`src/rtl/rgb_contrast_stretch_assert.svh`:
```
// ----------------------------------------------------------------------------
// rgb contrast stretch assertion macros
// shared concurrent assertion forms used by rcs_div and rgb_contrast_stretch
// ----------------------------------------------------------------------------
`ifndef RGB_CONTRAST_STRETCH_ASSERT_SVH
`define RGB_CONTRAST_STRETCH_ASSERT_SVH

// same-cycle implication, checked outside reset
`define RCS_ASSERT_IMP(label, clk, rst_n, ante, cons, msg) \
    label: assert property (@(posedge clk) disable iff (!(rst_n)) (ante) |-> (cons)) \
        else $error(msg);

// next-cycle implication, checked outside reset
`define RCS_ASSERT_NEXT(label, clk, rst_n, ante, cons, msg) \
    label: assert property (@(posedge clk) disable iff (!(rst_n)) (ante) |=> (cons)) \
        else $error(msg);

`endif

```
`src/rtl/rcs_pkg.sv`:
```
// ----------------------------------------------------------------------------
// rcs_pkg
// types and constants shared by the rgb contrast stretch modules
// ----------------------------------------------------------------------------
package rcs_pkg;

    localparam int NUM_CHAN  = 3;
    localparam int PIX_W     = 8;
    localparam int NUM_W     = 2 * PIX_W;
    localparam int DIV_STEPS = PIX_W;
    localparam int CNT_W     = $clog2(DIV_STEPS);

    localparam logic [PIX_W-1:0] PIX_MAX = '1;
    localparam logic [PIX_W-1:0] PIX_MIN = '0;

    // transaction kind codes
    localparam logic [1:0] KIND_START   = 2'd0;
    localparam logic [1:0] KIND_MEASURE = 2'd1;
    localparam logic [1:0] KIND_APPLY   = 2'd2;

    typedef logic [PIX_W-1:0]        t_pix;
    typedef t_pix [NUM_CHAN-1:0]     t_pix_vec;

    typedef struct packed {
        logic [1:0] kind;
        t_pix       red_in;
        t_pix       green_in;
        t_pix       blue_in;
    } t_in_item;

    typedef struct packed {
        t_pix red_out;
        t_pix green_out;
        t_pix blue_out;
    } t_out_item;

    typedef enum logic [1:0] {
        S_IDLE,
        S_CALC,
        S_DELIVER
    } t_state;

    // which value a channel delivers
    typedef enum logic [1:0] {
        SEL_LOW,
        SEL_ZERO,
        SEL_FULL,
        SEL_QUOT
    } t_sel;

    typedef struct packed {
        logic             start;
        logic [NUM_W-1:0] num;
        t_pix             den;
    } t_div_req;

endpackage

```
`src/rtl/rcs_div.sv`:
```
// ----------------------------------------------------------------------------
// rcs_div
// iterative restoring divider, one quotient bit per cycle
// ----------------------------------------------------------------------------
`include "rgb_contrast_stretch_assert.svh"

module rcs_div (
    input  logic              i_clk,
    input  logic              i_rst_n,
    input  rcs_pkg::t_div_req i_req,
    output logic              o_busy,
    output rcs_pkg::t_pix     o_quot
);

    localparam logic [rcs_pkg::CNT_W-1:0] CNT_LAST = rcs_pkg::CNT_W'(rcs_pkg::DIV_STEPS - 1);

    logic                      r_busy;
    logic [rcs_pkg::CNT_W-1:0] r_cnt;
    rcs_pkg::t_pix             r_rem;
    rcs_pkg::t_pix             r_low;
    rcs_pkg::t_pix             r_den;

    logic [rcs_pkg::PIX_W:0]   trial;
    logic [rcs_pkg::PIX_W:0]   diff;
    logic                      ge;
    rcs_pkg::t_pix             n_rem;
    rcs_pkg::t_pix             n_low;
    logic [rcs_pkg::CNT_W-1:0] n_cnt;

    // remainder stays below the divisor, so the trial fits in one extra bit
    always_comb begin
        trial = {r_rem, r_low[rcs_pkg::PIX_W-1]};
        diff  = trial - {1'b0, r_den};
        ge    = (trial >= {1'b0, r_den});
        n_rem = ge ? diff[rcs_pkg::PIX_W-1:0] : trial[rcs_pkg::PIX_W-1:0];
        n_low = {r_low[rcs_pkg::PIX_W-2:0], ge};
        n_cnt = (r_cnt == CNT_LAST) ? '0 : r_cnt + 1'b1;
    end

    always_ff @(posedge i_clk) begin
        if (!i_rst_n) begin
            r_busy <= 1'b0;
            r_cnt  <= '0;
        end else if (i_req.start) begin
            r_busy <= 1'b1;
            r_cnt  <= '0;
        end else if (r_busy) begin
            r_cnt <= n_cnt;
            if (r_cnt == CNT_LAST) begin
                r_busy <= 1'b0;
            end
        end
    end

    always_ff @(posedge i_clk) begin
        if (i_req.start) begin
            r_rem <= i_req.num[rcs_pkg::NUM_W-1:rcs_pkg::PIX_W];
            r_low <= i_req.num[rcs_pkg::PIX_W-1:0];
            r_den <= i_req.den;
        end else if (r_busy) begin
            r_rem <= n_rem;
            r_low <= n_low;
        end
    end

    assign o_busy = r_busy;
    assign o_quot = r_low;

    `RCS_ASSERT_IMP(a_cnt_idle, i_clk, i_rst_n, !r_busy, r_cnt == '0, "divider step count not parked")

endmodule

```
`src/rtl/rcs_ext.sv`:
```
// ----------------------------------------------------------------------------
// rcs_ext
// running per-channel minimum and maximum registers
// ----------------------------------------------------------------------------
module rcs_ext (
    input  logic              i_clk,
    input  logic              i_rst_n,
    input  logic              i_clear,
    input  logic              i_update,
    input  rcs_pkg::t_pix_vec i_pix,
    output rcs_pkg::t_pix_vec o_min,
    output rcs_pkg::t_pix_vec o_max
);

    rcs_pkg::t_pix_vec r_min;
    rcs_pkg::t_pix_vec r_max;
    rcs_pkg::t_pix_vec n_min;
    rcs_pkg::t_pix_vec n_max;

    always_comb begin
        for (int c = 0; c < rcs_pkg::NUM_CHAN; c++) begin
            n_min[c] = (i_pix[c] < r_min[c]) ? i_pix[c] : r_min[c];
            n_max[c] = (i_pix[c] > r_max[c]) ? i_pix[c] : r_max[c];
        end
    end

    always_ff @(posedge i_clk) begin
        if (!i_rst_n || i_clear) begin
            for (int c = 0; c < rcs_pkg::NUM_CHAN; c++) begin
                r_min[c] <= rcs_pkg::PIX_MAX;
                r_max[c] <= rcs_pkg::PIX_MIN;
            end
        end else if (i_update) begin
            r_min <= n_min;
            r_max <= n_max;
        end
    end

    assign o_min = r_min;
    assign o_max = r_max;

endmodule

```
`src/rtl/rgb_contrast_stretch.sv`:
```
// ----------------------------------------------------------------------------
// rgb_contrast_stretch
// per-channel min-max contrast stretch of an rgb frame
// ----------------------------------------------------------------------------
// usage: the frame is streamed in twice on the input channel. a start
// transaction clears the running extremes (min 255, max 0), each measure
// transaction widens them, each apply transaction yields one stretched pixel
// on the output channel, value floor(255*(p-min)/(max-min)) per channel;
// a flat or unmeasured channel gives its minimum, values outside the range
// saturate to 0 or 255. kind 3 is dropped.
// sequencing: start and measure transactions leave the input unstalled. an
// apply pixel runs eight steps in the three parallel iterative dividers,
// the sequencer then sees them finish and loads the output register; the
// input stays stalled from acceptance of the apply until that load.
// stall: the output sits in a register that still takes new transactions
// behind a waiting result; an apply result that finds it full waits in the
// dividers, and the input stays stalled until the register frees.
// reset: synchronous, active low; clears extremes, sequencer and output valid.
// ----------------------------------------------------------------------------
`include "rgb_contrast_stretch_assert.svh"

module rgb_contrast_stretch (
    input  logic               i_clk,
    input  logic               i_rst_n,
    input  logic               i_in_valid,
    output logic               o_in_stall,
    input  rcs_pkg::t_in_item  i_in_data,
    output logic               o_out_valid,
    input  logic               i_out_stall,
    output rcs_pkg::t_out_item o_out_data
);

    // sequencer
    rcs_pkg::t_state r_state;
    rcs_pkg::t_state n_state;

    // per-channel context latched with an apply transaction
    rcs_pkg::t_sel [rcs_pkg::NUM_CHAN-1:0] r_sel;
    rcs_pkg::t_pix_vec                     r_lo;

    // output register
    logic               r_out_valid;
    logic               n_out_valid;
    rcs_pkg::t_out_item r_out_data;

    logic              in_acc;
    logic              ext_clear;
    logic              ext_update;
    logic              apply_acc;
    logic              out_free;
    logic              load_out;
    rcs_pkg::t_pix_vec pix;
    rcs_pkg::t_pix_vec ch_min;
    rcs_pkg::t_pix_vec ch_max;
    rcs_pkg::t_pix_vec quot;
    rcs_pkg::t_pix_vec res;
    logic [rcs_pkg::NUM_CHAN-1:0]          div_busy;
    rcs_pkg::t_div_req [rcs_pkg::NUM_CHAN-1:0] div_req;
    rcs_pkg::t_sel [rcs_pkg::NUM_CHAN-1:0] sel;
    rcs_pkg::t_pix_vec                     span;
    rcs_pkg::t_pix_vec                     offs;

    // input handshake, only the idle state takes a transaction
    assign o_in_stall = (r_state != rcs_pkg::S_IDLE);
    assign in_acc     = i_in_valid && !o_in_stall;
    assign ext_clear  = in_acc && (i_in_data.kind == rcs_pkg::KIND_START);
    assign ext_update = in_acc && (i_in_data.kind == rcs_pkg::KIND_MEASURE);
    assign apply_acc  = in_acc && (i_in_data.kind == rcs_pkg::KIND_APPLY);

    // channel 0 is red
    assign pix[0] = i_in_data.red_in;
    assign pix[1] = i_in_data.green_in;
    assign pix[2] = i_in_data.blue_in;

    rcs_ext u_ext (
        .i_clk    (i_clk),
        .i_rst_n  (i_rst_n),
        .i_clear  (ext_clear),
        .i_update (ext_update),
        .i_pix    (pix),
        .o_min    (ch_min),
        .o_max    (ch_max)
    );

    // numerator 255*(p-min) as (d<<8)-d, range checks pick the special cases
    always_comb begin
        for (int c = 0; c < rcs_pkg::NUM_CHAN; c++) begin
            offs[c]          = pix[c] - ch_min[c];
            span[c]          = ch_max[c] - ch_min[c];
            div_req[c].start = apply_acc;
            div_req[c].num   = {offs[c], rcs_pkg::PIX_MIN} - {rcs_pkg::PIX_MIN, offs[c]};
            div_req[c].den   = span[c];
            if (ch_max[c] <= ch_min[c]) begin
                sel[c] = rcs_pkg::SEL_LOW;
            end else if (pix[c] <= ch_min[c]) begin
                sel[c] = rcs_pkg::SEL_ZERO;
            end else if (pix[c] >= ch_max[c]) begin
                sel[c] = rcs_pkg::SEL_FULL;
            end else begin
                sel[c] = rcs_pkg::SEL_QUOT;
            end
        end
    end

    // one divider lane per channel, all run in lockstep
    for (genvar g = 0; g < rcs_pkg::NUM_CHAN; g++) begin : g_lane
        rcs_div u_div (
            .i_clk   (i_clk),
            .i_rst_n (i_rst_n),
            .i_req   (div_req[g]),
            .o_busy  (div_busy[g]),
            .o_quot  (quot[g])
        );
    end

    always_ff @(posedge i_clk) begin
        if (apply_acc) begin
            r_sel <= sel;
            r_lo  <= ch_min;
        end
    end

    // final per-channel value
    always_comb begin
        for (int c = 0; c < rcs_pkg::NUM_CHAN; c++) begin
            unique case (r_sel[c])
                rcs_pkg::SEL_LOW:  res[c] = r_lo[c];
                rcs_pkg::SEL_ZERO: res[c] = rcs_pkg::PIX_MIN;
                rcs_pkg::SEL_FULL: res[c] = rcs_pkg::PIX_MAX;
                rcs_pkg::SEL_QUOT: res[c] = quot[c];
                default:           res[c] = quot[c];
            endcase
        end
    end

    // output slot is free when empty or being taken this cycle
    assign out_free = !r_out_valid || !i_out_stall;

    always_comb begin
        n_state  = r_state;
        load_out = 1'b0;
        unique case (r_state)
            rcs_pkg::S_IDLE: begin
                if (apply_acc) begin
                    n_state = rcs_pkg::S_CALC;
                end
            end
            rcs_pkg::S_CALC: begin
                if (!div_busy[0]) begin
                    n_state = rcs_pkg::S_DELIVER;
                end
            end
            rcs_pkg::S_DELIVER: begin
                if (out_free) begin
                    load_out = 1'b1;
                    n_state  = rcs_pkg::S_IDLE;
                end
            end
            default: begin
                n_state = rcs_pkg::S_IDLE;
            end
        endcase
    end

    always_ff @(posedge i_clk) begin
        if (!i_rst_n) begin
            r_state <= rcs_pkg::S_IDLE;
        end else begin
            r_state <= n_state;
        end
    end

    always_comb begin
        n_out_valid = r_out_valid;
        if (load_out) begin
            n_out_valid = 1'b1;
        end else if (!i_out_stall) begin
            n_out_valid = 1'b0;
        end
    end

    always_ff @(posedge i_clk) begin
        if (!i_rst_n) begin
            r_out_valid <= 1'b0;
        end else begin
            r_out_valid <= n_out_valid;
        end
    end

    always_ff @(posedge i_clk) begin
        if (load_out) begin
            r_out_data.red_out   <= res[0];
            r_out_data.green_out <= res[1];
            r_out_data.blue_out  <= res[2];
        end
    end

    assign o_out_valid = r_out_valid;
    assign o_out_data  = r_out_data;

    `RCS_ASSERT_NEXT(a_apply_starts_div, i_clk, i_rst_n, apply_acc, div_busy[0],
        "apply transaction did not start the dividers")
    `RCS_ASSERT_IMP(a_lanes_lockstep, i_clk, i_rst_n, 1'b1,
        (div_busy == '0) || (div_busy == '1), "divider lanes out of step")
    `RCS_ASSERT_IMP(a_deliver_div_done, i_clk, i_rst_n, r_state == rcs_pkg::S_DELIVER,
        !div_busy[0], "result delivered while dividers still busy")

endmodule
```
`config.mk`:
```
export PLATFORM = sky130hd
export DESIGN_NAME = rgb_contrast_stretch
export DESIGN_NICKNAME = d
export VERILOG_FILES = /design/src/rtl/rcs_pkg.sv /design/src/rtl/rcs_div.sv /design/src/rtl/rcs_ext.sv /design/src/rtl/rgb_contrast_stretch.sv
export VERILOG_INCLUDE_DIRS = /design/src /design/src/rtl
export SDC_FILE = /design/constraint.sdc
export NUM_CORES = 1
export LEC_CHECK = 0
export ABC_CLOCK_PERIOD_IN_PS = 7300
export BUFFER_PORTS_ARGS = -buffer_cell sky130_fd_sc_hd__buf_4
export CAP_MARGIN = 20
export CORE_MARGIN = 2
export CORE_UTILIZATION = 55
export DETAILED_ROUTE_END_ITERATION = 6
export HOLD_SLACK_MARGIN = 0.1
export PLACE_DENSITY = 0.78
export SLEW_MARGIN = 20
export SYNTH_ARGS = -nofsm -noshare
export SYNTH_HDL_FRONTEND = slang
export SYNTH_SLANG_ARGS = --single-unit
```
`constraint.sdc`:
```
create_clock -name i_clk -period 7.3 [get_ports i_clk]
set_input_delay 0.73 -clock i_clk [delete_from_list [all_inputs] [get_ports i_clk]]
set_output_delay 0.73 -clock i_clk [all_outputs]
set_load 0.03 [all_outputs]
```
==> run summary, run 1 <==
Final Hold Viols: 0
Syn avg cell area: 9.697 µm²
Slew margin rel.: 34.64%
Syn Inst Count: 1218
Area occupied by multi-input gates: 6196 µm²
Final wirelength: 26.48 mm
Post-route ant nets: 0
Worst hold-check path type: flop to flop
Crit Path Class: input pin to flop
Crit-path most repeated cell: inv_1
Row count: 53
Die width: 150.5 µm
Fin crit period: 3.501 ns
Setup crit start kind: input pin
N_diodes: 0
Register area share after synthesis: 42.71%
Syn Std Cell Area: 11810 µm²
Critical Path, Cell by Cell: buf_4 > inv_1 > ha_1 > inv_1 > fa_1 > inv_1 > ha_1 > o2111ai_1 > a2111oi_4 > o211ai_4 > or4_1 > a31o_1
PostCTS Resize Cnt: 0
Fillers: 1676
Comb pwr share: 19.4%
Setup_tns: 0 ns
Clock group share of total power: 33.9%
Internal power: 1.885 mW
Net switching power: 0.7489 mW
Largest net degree at the start of global routing: 66
Routed len/inst: 17.08 µm
Synthesized net count: 1362
CTS tree: done
Htree depth: 4
XOR/XNOR share of the synthesized area: 3.263%
PwrDens: 202.1 nW/µm²
Total grt overflow: 0
Initial Util: 56.19%
Worst-margin pin slew: 0.9804 ns
Commonest non-fill, non-tap cells in the layout: 126 x edfxtp_1, 123 x nor2_1, 111 x inv_1
Clock sink count: 189
#FFs+latches synth: 189
Commonest non-fill, non-tap cell in the layout: edfxtp_1
Clock Latency Late Sink: 0.43 ns
Vias: 9196
Worst EP required: 7.48 ns
Worst-path clk slew: 0.07 ns
WP buf/inv: 4
Die H: 150.5 µm
Vias/cell: 5.933
Non-filler instance count after layout: 1550
Clock Tree Root: clkbuf_16
Status: finished clean
Detailed router's first-iteration violation count: 613
Adder-Cell Fraction of Synth Area: 12.65%
Die area: 22660 µm²
Drc violations: 0
Max clock buf depth: 2
Max incr delay on CP: 0.53 ns
Switch share: 28.43%
Initial antenna violation count: 0
Global-route wire length before repair: 43.04 mm
Drt pass-1 iters: 7
Hold_buf cts: 0
Max Cap Viol: 0
Postcts setup bufs: 0
CTS buffer count: 17
Worst-case clock skew: 0.008956 ns
Kind of end point of the critical path: flop
Post-Place Cells: 1518
Placeable Area: 21020 µm²
FMAX: 285.6 MHz
Vias in the first global route: 8786
Mux share of post-synthesis cell area: 3.422%
FF/Latch Area: 5045 µm²
Yosys warnings: 0
Final period util: 47.96%
Post-synth EDFFs: 126
Compound-Gate Fraction of Synth Area: 17.90%
CP top delay family: compound AO/OA/AOI/OAI gates
Area growth syn-to-layout: 10.34%
Hpwl dp: 20.20 mm
Number of distinct library cells after synthesis: 80
Layout cell share with drive strength beyond 1: 9.569%
Flop pwr share: 46.8%
RSZ-0062 raised after global routing: false
Final nets: 1406
Final RePlAce weighted congestion: 0.9305
Primary FF master, synth: edfxtp_1
Simple-gate share of the synthesized area: 15.00%
GRT Total Usage: 24.11%
CP Max Fanout: 6
IO Count: 56
Largest family of logic cells by synthesized area: compound AO/OA/AOI/OAI gates
Worst vdd ir: 179.1 µV
Port-buffer cells: 55
# setup viols final: 0
Final design utilization: 62.00%
Slew Viols, Final: 0
Async S/R FF share, synth: 0%
Leak Pwr: 5.354 nW
CP max-delay cell: or4_1
CP Data Arrival Time: 3.68 ns
[state kept, by name (all words and copies together), names as in the netlist]
name and flops:
g_lane.u_div.o_quot 24, g_lane.u_div.o_busy 3, g_lane.u_div.r_den 24, r_sel 6
o_out_valid 1, g_lane.u_div.r_rem 24, r_state 2, r_lo 24
u_ext.o_max 24, u_ext.o_min 24, g_lane.u_div.r_cnt 9, o_out_data 24
[cells by family after synthesis]
| group | count (synthesis) |
|---|---|
| fa+ha+maj | 114 |
| simple gates | 375 |
| flops | 189 |
| compound gates | 307 |
| buf+inv | 149 |
| mux | 40 |
| xor+xnor | 44 |
[final timing paths]
path	start	end	slack [ns]	cells after the start
min reg2reg	u_ext.o_min[6]	r_lo[6]	0.43	0
min	u_ext.o_min[6]	r_lo[6]	0.43	0
max	i_in_data[8]	g_lane[1].u_div.r_rem[0]	3.80	12
max reg2reg	u_ext.o_min[8]	g_lane[1].u_div.r_rem[0]	3.83	10
[power groups by stage]
stage	Combinational (mW)	Sequential, mW	Clock (mW)
2_1_floorplan	0.380	1.24	0
3_3_place_gp	0.487	1.25	0
3_5_place_dp	0.503	1.25	0
4_1_cts	0.507	1.23	0.905
5_1_grt	0.567	1.24	0.948
6_report	0.510	1.23	0.892
[cell usage after synthesis, types with 9 or more instances]
cell type / number / area [µm²]
xor2_1: 15 / 131.4
o31ai_1: 12 / 90.09
a21boi_0: 14 / 105.1
inv_1: 112 / 420.4
a21oi_1: 41 / 205.2
nor3_1: 28 / 140.1
fa_1: 9 / 180.2
o211ai_1: 19 / 142.6
dfxtp_1: 63 / 1261
nand2b_1: 17 / 106.4
nand4_1: 22 / 137.6
nand3_1: 13 / 65.06
o21ai_0: 87 / 435.4
nand2_1: 105 / 394.1
mux2i_1: 37 / 370.4
a21o_1: 21 / 157.7
nor2b_1: 24 / 150.1
o21a_1: 22 / 165.2
ha_1: 105 / 1314
edfxtp_1: 126 / 3784
xnor2_1: 29 / 254.0
a31oi_1: 12 / 75.07
a211oi_1: 17 / 127.6
nor2_1: 123 / 461.7
clkbuf_1: 31 / 116.4
[layout make-up]
cell class              count  share of cell area, %
clock buffers              18                  3.293
clock inverters            14                  1.008
inverters                 112                  3.235
multi-input cells         880                  47.54
flip-flops and latches    189                  38.71
well taps                 275                  2.640
repair buffers             62                  3.571
[worst reg2reg max path, stage by stage, from the launching register on]
cell	delay, ns
dfxtp_1	0.44
ha_1	0.25
inv_1	0.07
fa_1	0.47
inv_1	0.11
ha_1	0.24
o2111ai_1	0.23
a2111oi_4	0.50
o211ai_4	0.17
or4_1	0.53
a31o_1	0.21
[per-layer routing]
metal,vias to the layer above,global-route usage [%],wire length [µm]
met5,-,0,0
met4,0,9.151,815
met3,57,3.455,1412
met2,279,40.36,12870
met1,4355,31.76,11370
li1,4505,-,-
[per-stage QoR]
stage | total power, mW | worst slack, ns | hold slack [ns] | instance area, µm²
3_5_place_dp | 1.758 | 3.405 | 0.4182 | 12470
3_3_place_gp | 1.740 | 3.498 | 0.4126 | 12460
6_report | 2.634 | 3.799 | 0.4331 | 13030
2_1_floorplan | 1.625 | 3.760 | 0.4082 | 11810
4_1_cts | 2.643 | 3.836 | 0.4356 | 13030
5_1_grt | 2.751 | 3.683 | 0.4480 | 13030
Note: power is estimated with default switching activity, not from simulation.
==> run 2, diff against run 1 <==
--- a/config.mk
+++ b/config.mk
@@ -6,14 +6,14 @@
 export SDC_FILE = /design/constraint.sdc
 export NUM_CORES = 1
 export LEC_CHECK = 0
-export ABC_CLOCK_PERIOD_IN_PS = 7300
+export ABC_CLOCK_PERIOD_IN_PS = 2900
 export BUFFER_PORTS_ARGS = -buffer_cell sky130_fd_sc_hd__buf_4
 export CAP_MARGIN = 20
 export CORE_MARGIN = 2
 export CORE_UTILIZATION = 55
 export DETAILED_ROUTE_END_ITERATION = 6
 export HOLD_SLACK_MARGIN = 0.1
-export PLACE_DENSITY = 0.78
+export PLACE_DENSITY = 0.8
 export SLEW_MARGIN = 20
 export SYNTH_ARGS = -nofsm -noshare
 export SYNTH_HDL_FRONTEND = slang
==> constraint.sdc (replaced) <==
create_clock -name i_clk -period 2.9 [get_ports i_clk]
set_input_delay 0.29 -clock i_clk [delete_from_list [all_inputs] [get_ports i_clk]]
set_output_delay 0.29 -clock i_clk [all_outputs]
set_load 0.03 [all_outputs]
==> run 2 against run 1 <==
Effect of this change:
- sequential share of layout area down 1.7 points
- sequential power rose to 2.5 times the previous value
- clock skew up 0.0014 ns
- critical endpoint unchanged
- via count up 2.9%
==> run summary, run 2 (synthesis gave the netlist of run 1 again) <==
Commonest non-fill, non-tap cell in the layout: edfxtp_1
FF/Latch Area: 5046 µm²
Placeable Area: 21020 µm²
Final RePlAce weighted congestion: 0.9421
Routed len/inst: 17.38 µm
Critical Path, Cell by Cell: ha_4 > inv_2 > fa_2 > a21o_1 > a211oi_4 > nor2_4 > a2111oi_4 > o211ai_4 > or4_4 > a31o_1
Largest net degree at the start of global routing: 37
CTS tree: done
CP Data Arrival Time: 3.05 ns
FMAX: 348.9 MHz
Vias in the first global route: 9181
Htree depth: 4
Hpwl dp: 21.20 mm
Post-route ant nets: 0
Worst-case clock skew: 0.01037 ns
Final wirelength: 27.93 mm
Fin crit period: 2.866 ns
Die area: 22660 µm²
Slew Viols, Final: 0
DP Worst Slack: -0.1642 ns
Final period util: 98.82%
Max Cap Viol: 0
Initial Util: 56.19%
Hold_buf cts: 0
GRT Total Usage: 25.32%
Launching point of the worst reg2reg path: u_ext.o_min[8]
Fillers: 1596
GRT met1 Usage: 32.63%
Worst vdd ir: 537.5 µV
Worst EP required: 3.09 ns
CP Max Fanout: 2
Clock Latency Late Sink: 0.43 ns
Die H: 150.5 µm
Area growth syn-to-layout: 15.29%
Global-route wire length before repair: 45.04 mm
Worst hold-check path type: input pin to flop
Setup ws final: 0.03423 ns
RSZ-0062 raised after global routing: true
Setup_tns: 0 ns
Commonest non-fill, non-tap cells in the layout: 126 x edfxtp_1, 123 x nor2_1, 117 x buf_4
Total grt overflow: 0
GRT Max-Usage Layer: met2
Detailed router's first-iteration violation count: 670
Vias/cell: 5.886
Layout cell share with drive strength beyond 1: 15.02%
Worst-path clk slew: 0.07 ns
PwrDens: 497.0 nW/µm²
Drc violations: 0
Area occupied by multi-input gates: 6331 µm²
Clock sink count: 189
Worst min-delay path startpoint: i_in_data[0]
Row count: 53
N_diodes: 0
Kind of end point of the critical path: flop
# setup viols final: 0
Start point of the critical path: u_ext.o_min[8]
Max incr delay on CP: 0.52 ns
Met3 usage: 3.939%
GR Util met2: 43.23%
Die width: 150.5 µm
Worst-margin pin slew: 1.014 ns
Max clock buf depth: 2
Crit Path Class: flop to flop
Setup crit start kind: flop
IO Count: 56
Clock Tree Root: clkbuf_16
Final nets: 1463
CTS buffer count: 17
Port-buffer cells: 55
CP max-delay cell: or4_4
Initial antenna violation count: 0
Vias: 9459
Leak Pwr: 5.650 nW
Slew margin rel.: 32.41%
Final Hold Viols: 0
Drt pass-1 iters: 5
Status: finished clean
-- run 2: through the flow --
step	utilization, %	total power, mW	cell area, µm²	instances	hold slack, ns
after floorplan	-	4.097	11840	1218	0.4082
after global placement	61.43	4.474	12910	1571	0.4135
after detailed placement	61.43	4.518	12910	1571	0.4164
after CTS	64.26	6.743	13510	1605	0.1107
after global routing	64.78	7.059	13620	1607	0.1154
final	64.78	6.767	13620	1607	0.1211
-- run 2: final timing paths --
| kind | end | slack (ns) | cells after the start |
|---|---|---|---|
| setup / recovery | g_lane[1].u_div.r_rem[0] | 0.03 | 10 |
| hold reg to reg | r_lo[4] | 0.43 | 0 |
| setup reg to reg | g_lane[1].u_div.r_rem[0] | 0.03 | 10 |
| hold / removal | u_ext.o_max[16] | 0.12 | 3 |
-- run 2: final cells by class --
cell class	instances	area share, %
Sequential cell	189	37.06
Timing Repair Buffer	119	6.744
Inverter	112	3.097
Tap cell	275	2.527
Multi-Input combinational cell	880	46.49
Clock buffer	18	3.225
Clock inverter	14	0.8545
-- run 2: report_power, final --
group	internal [mW]	switching (mW)	leakage, nW
registers	3.02	0.0727	1.64
logic	0.617	0.820	3.74
clock network	1.21	1.02	0.273
total	4.85	1.92	5.65
-- run 2: timing repair --
| action | 4_1_cts | 5_1_grt |
|---|---|---|
| buffers inserted | 2 | 2 |
| endpoints found under the setup margin | 3 | 28 |
| pin swaps | 4 | 5 |
| resized for setup | 4 | 22 |
-- run 2: per-layer routing --
metal / share of wire [%] / routed length (µm)
met1: 43 / 11900
met2: 49 / 13610
met4: 3.1 / 854
met3: 5.6 / 1564
met5: 0 / 0
-- run 2: worst max-delay path, delay by kind of cell (launching register included) --
kind / cells / cell delay, ns
AOI/OAI and AO/OA: 5 / 1.15
and+or+nand+nor: 2 / 0.60
DFF: 1 / 0.36
buffers and inverters: 1 / 0.03
adders and majority gates: 2 / 0.46
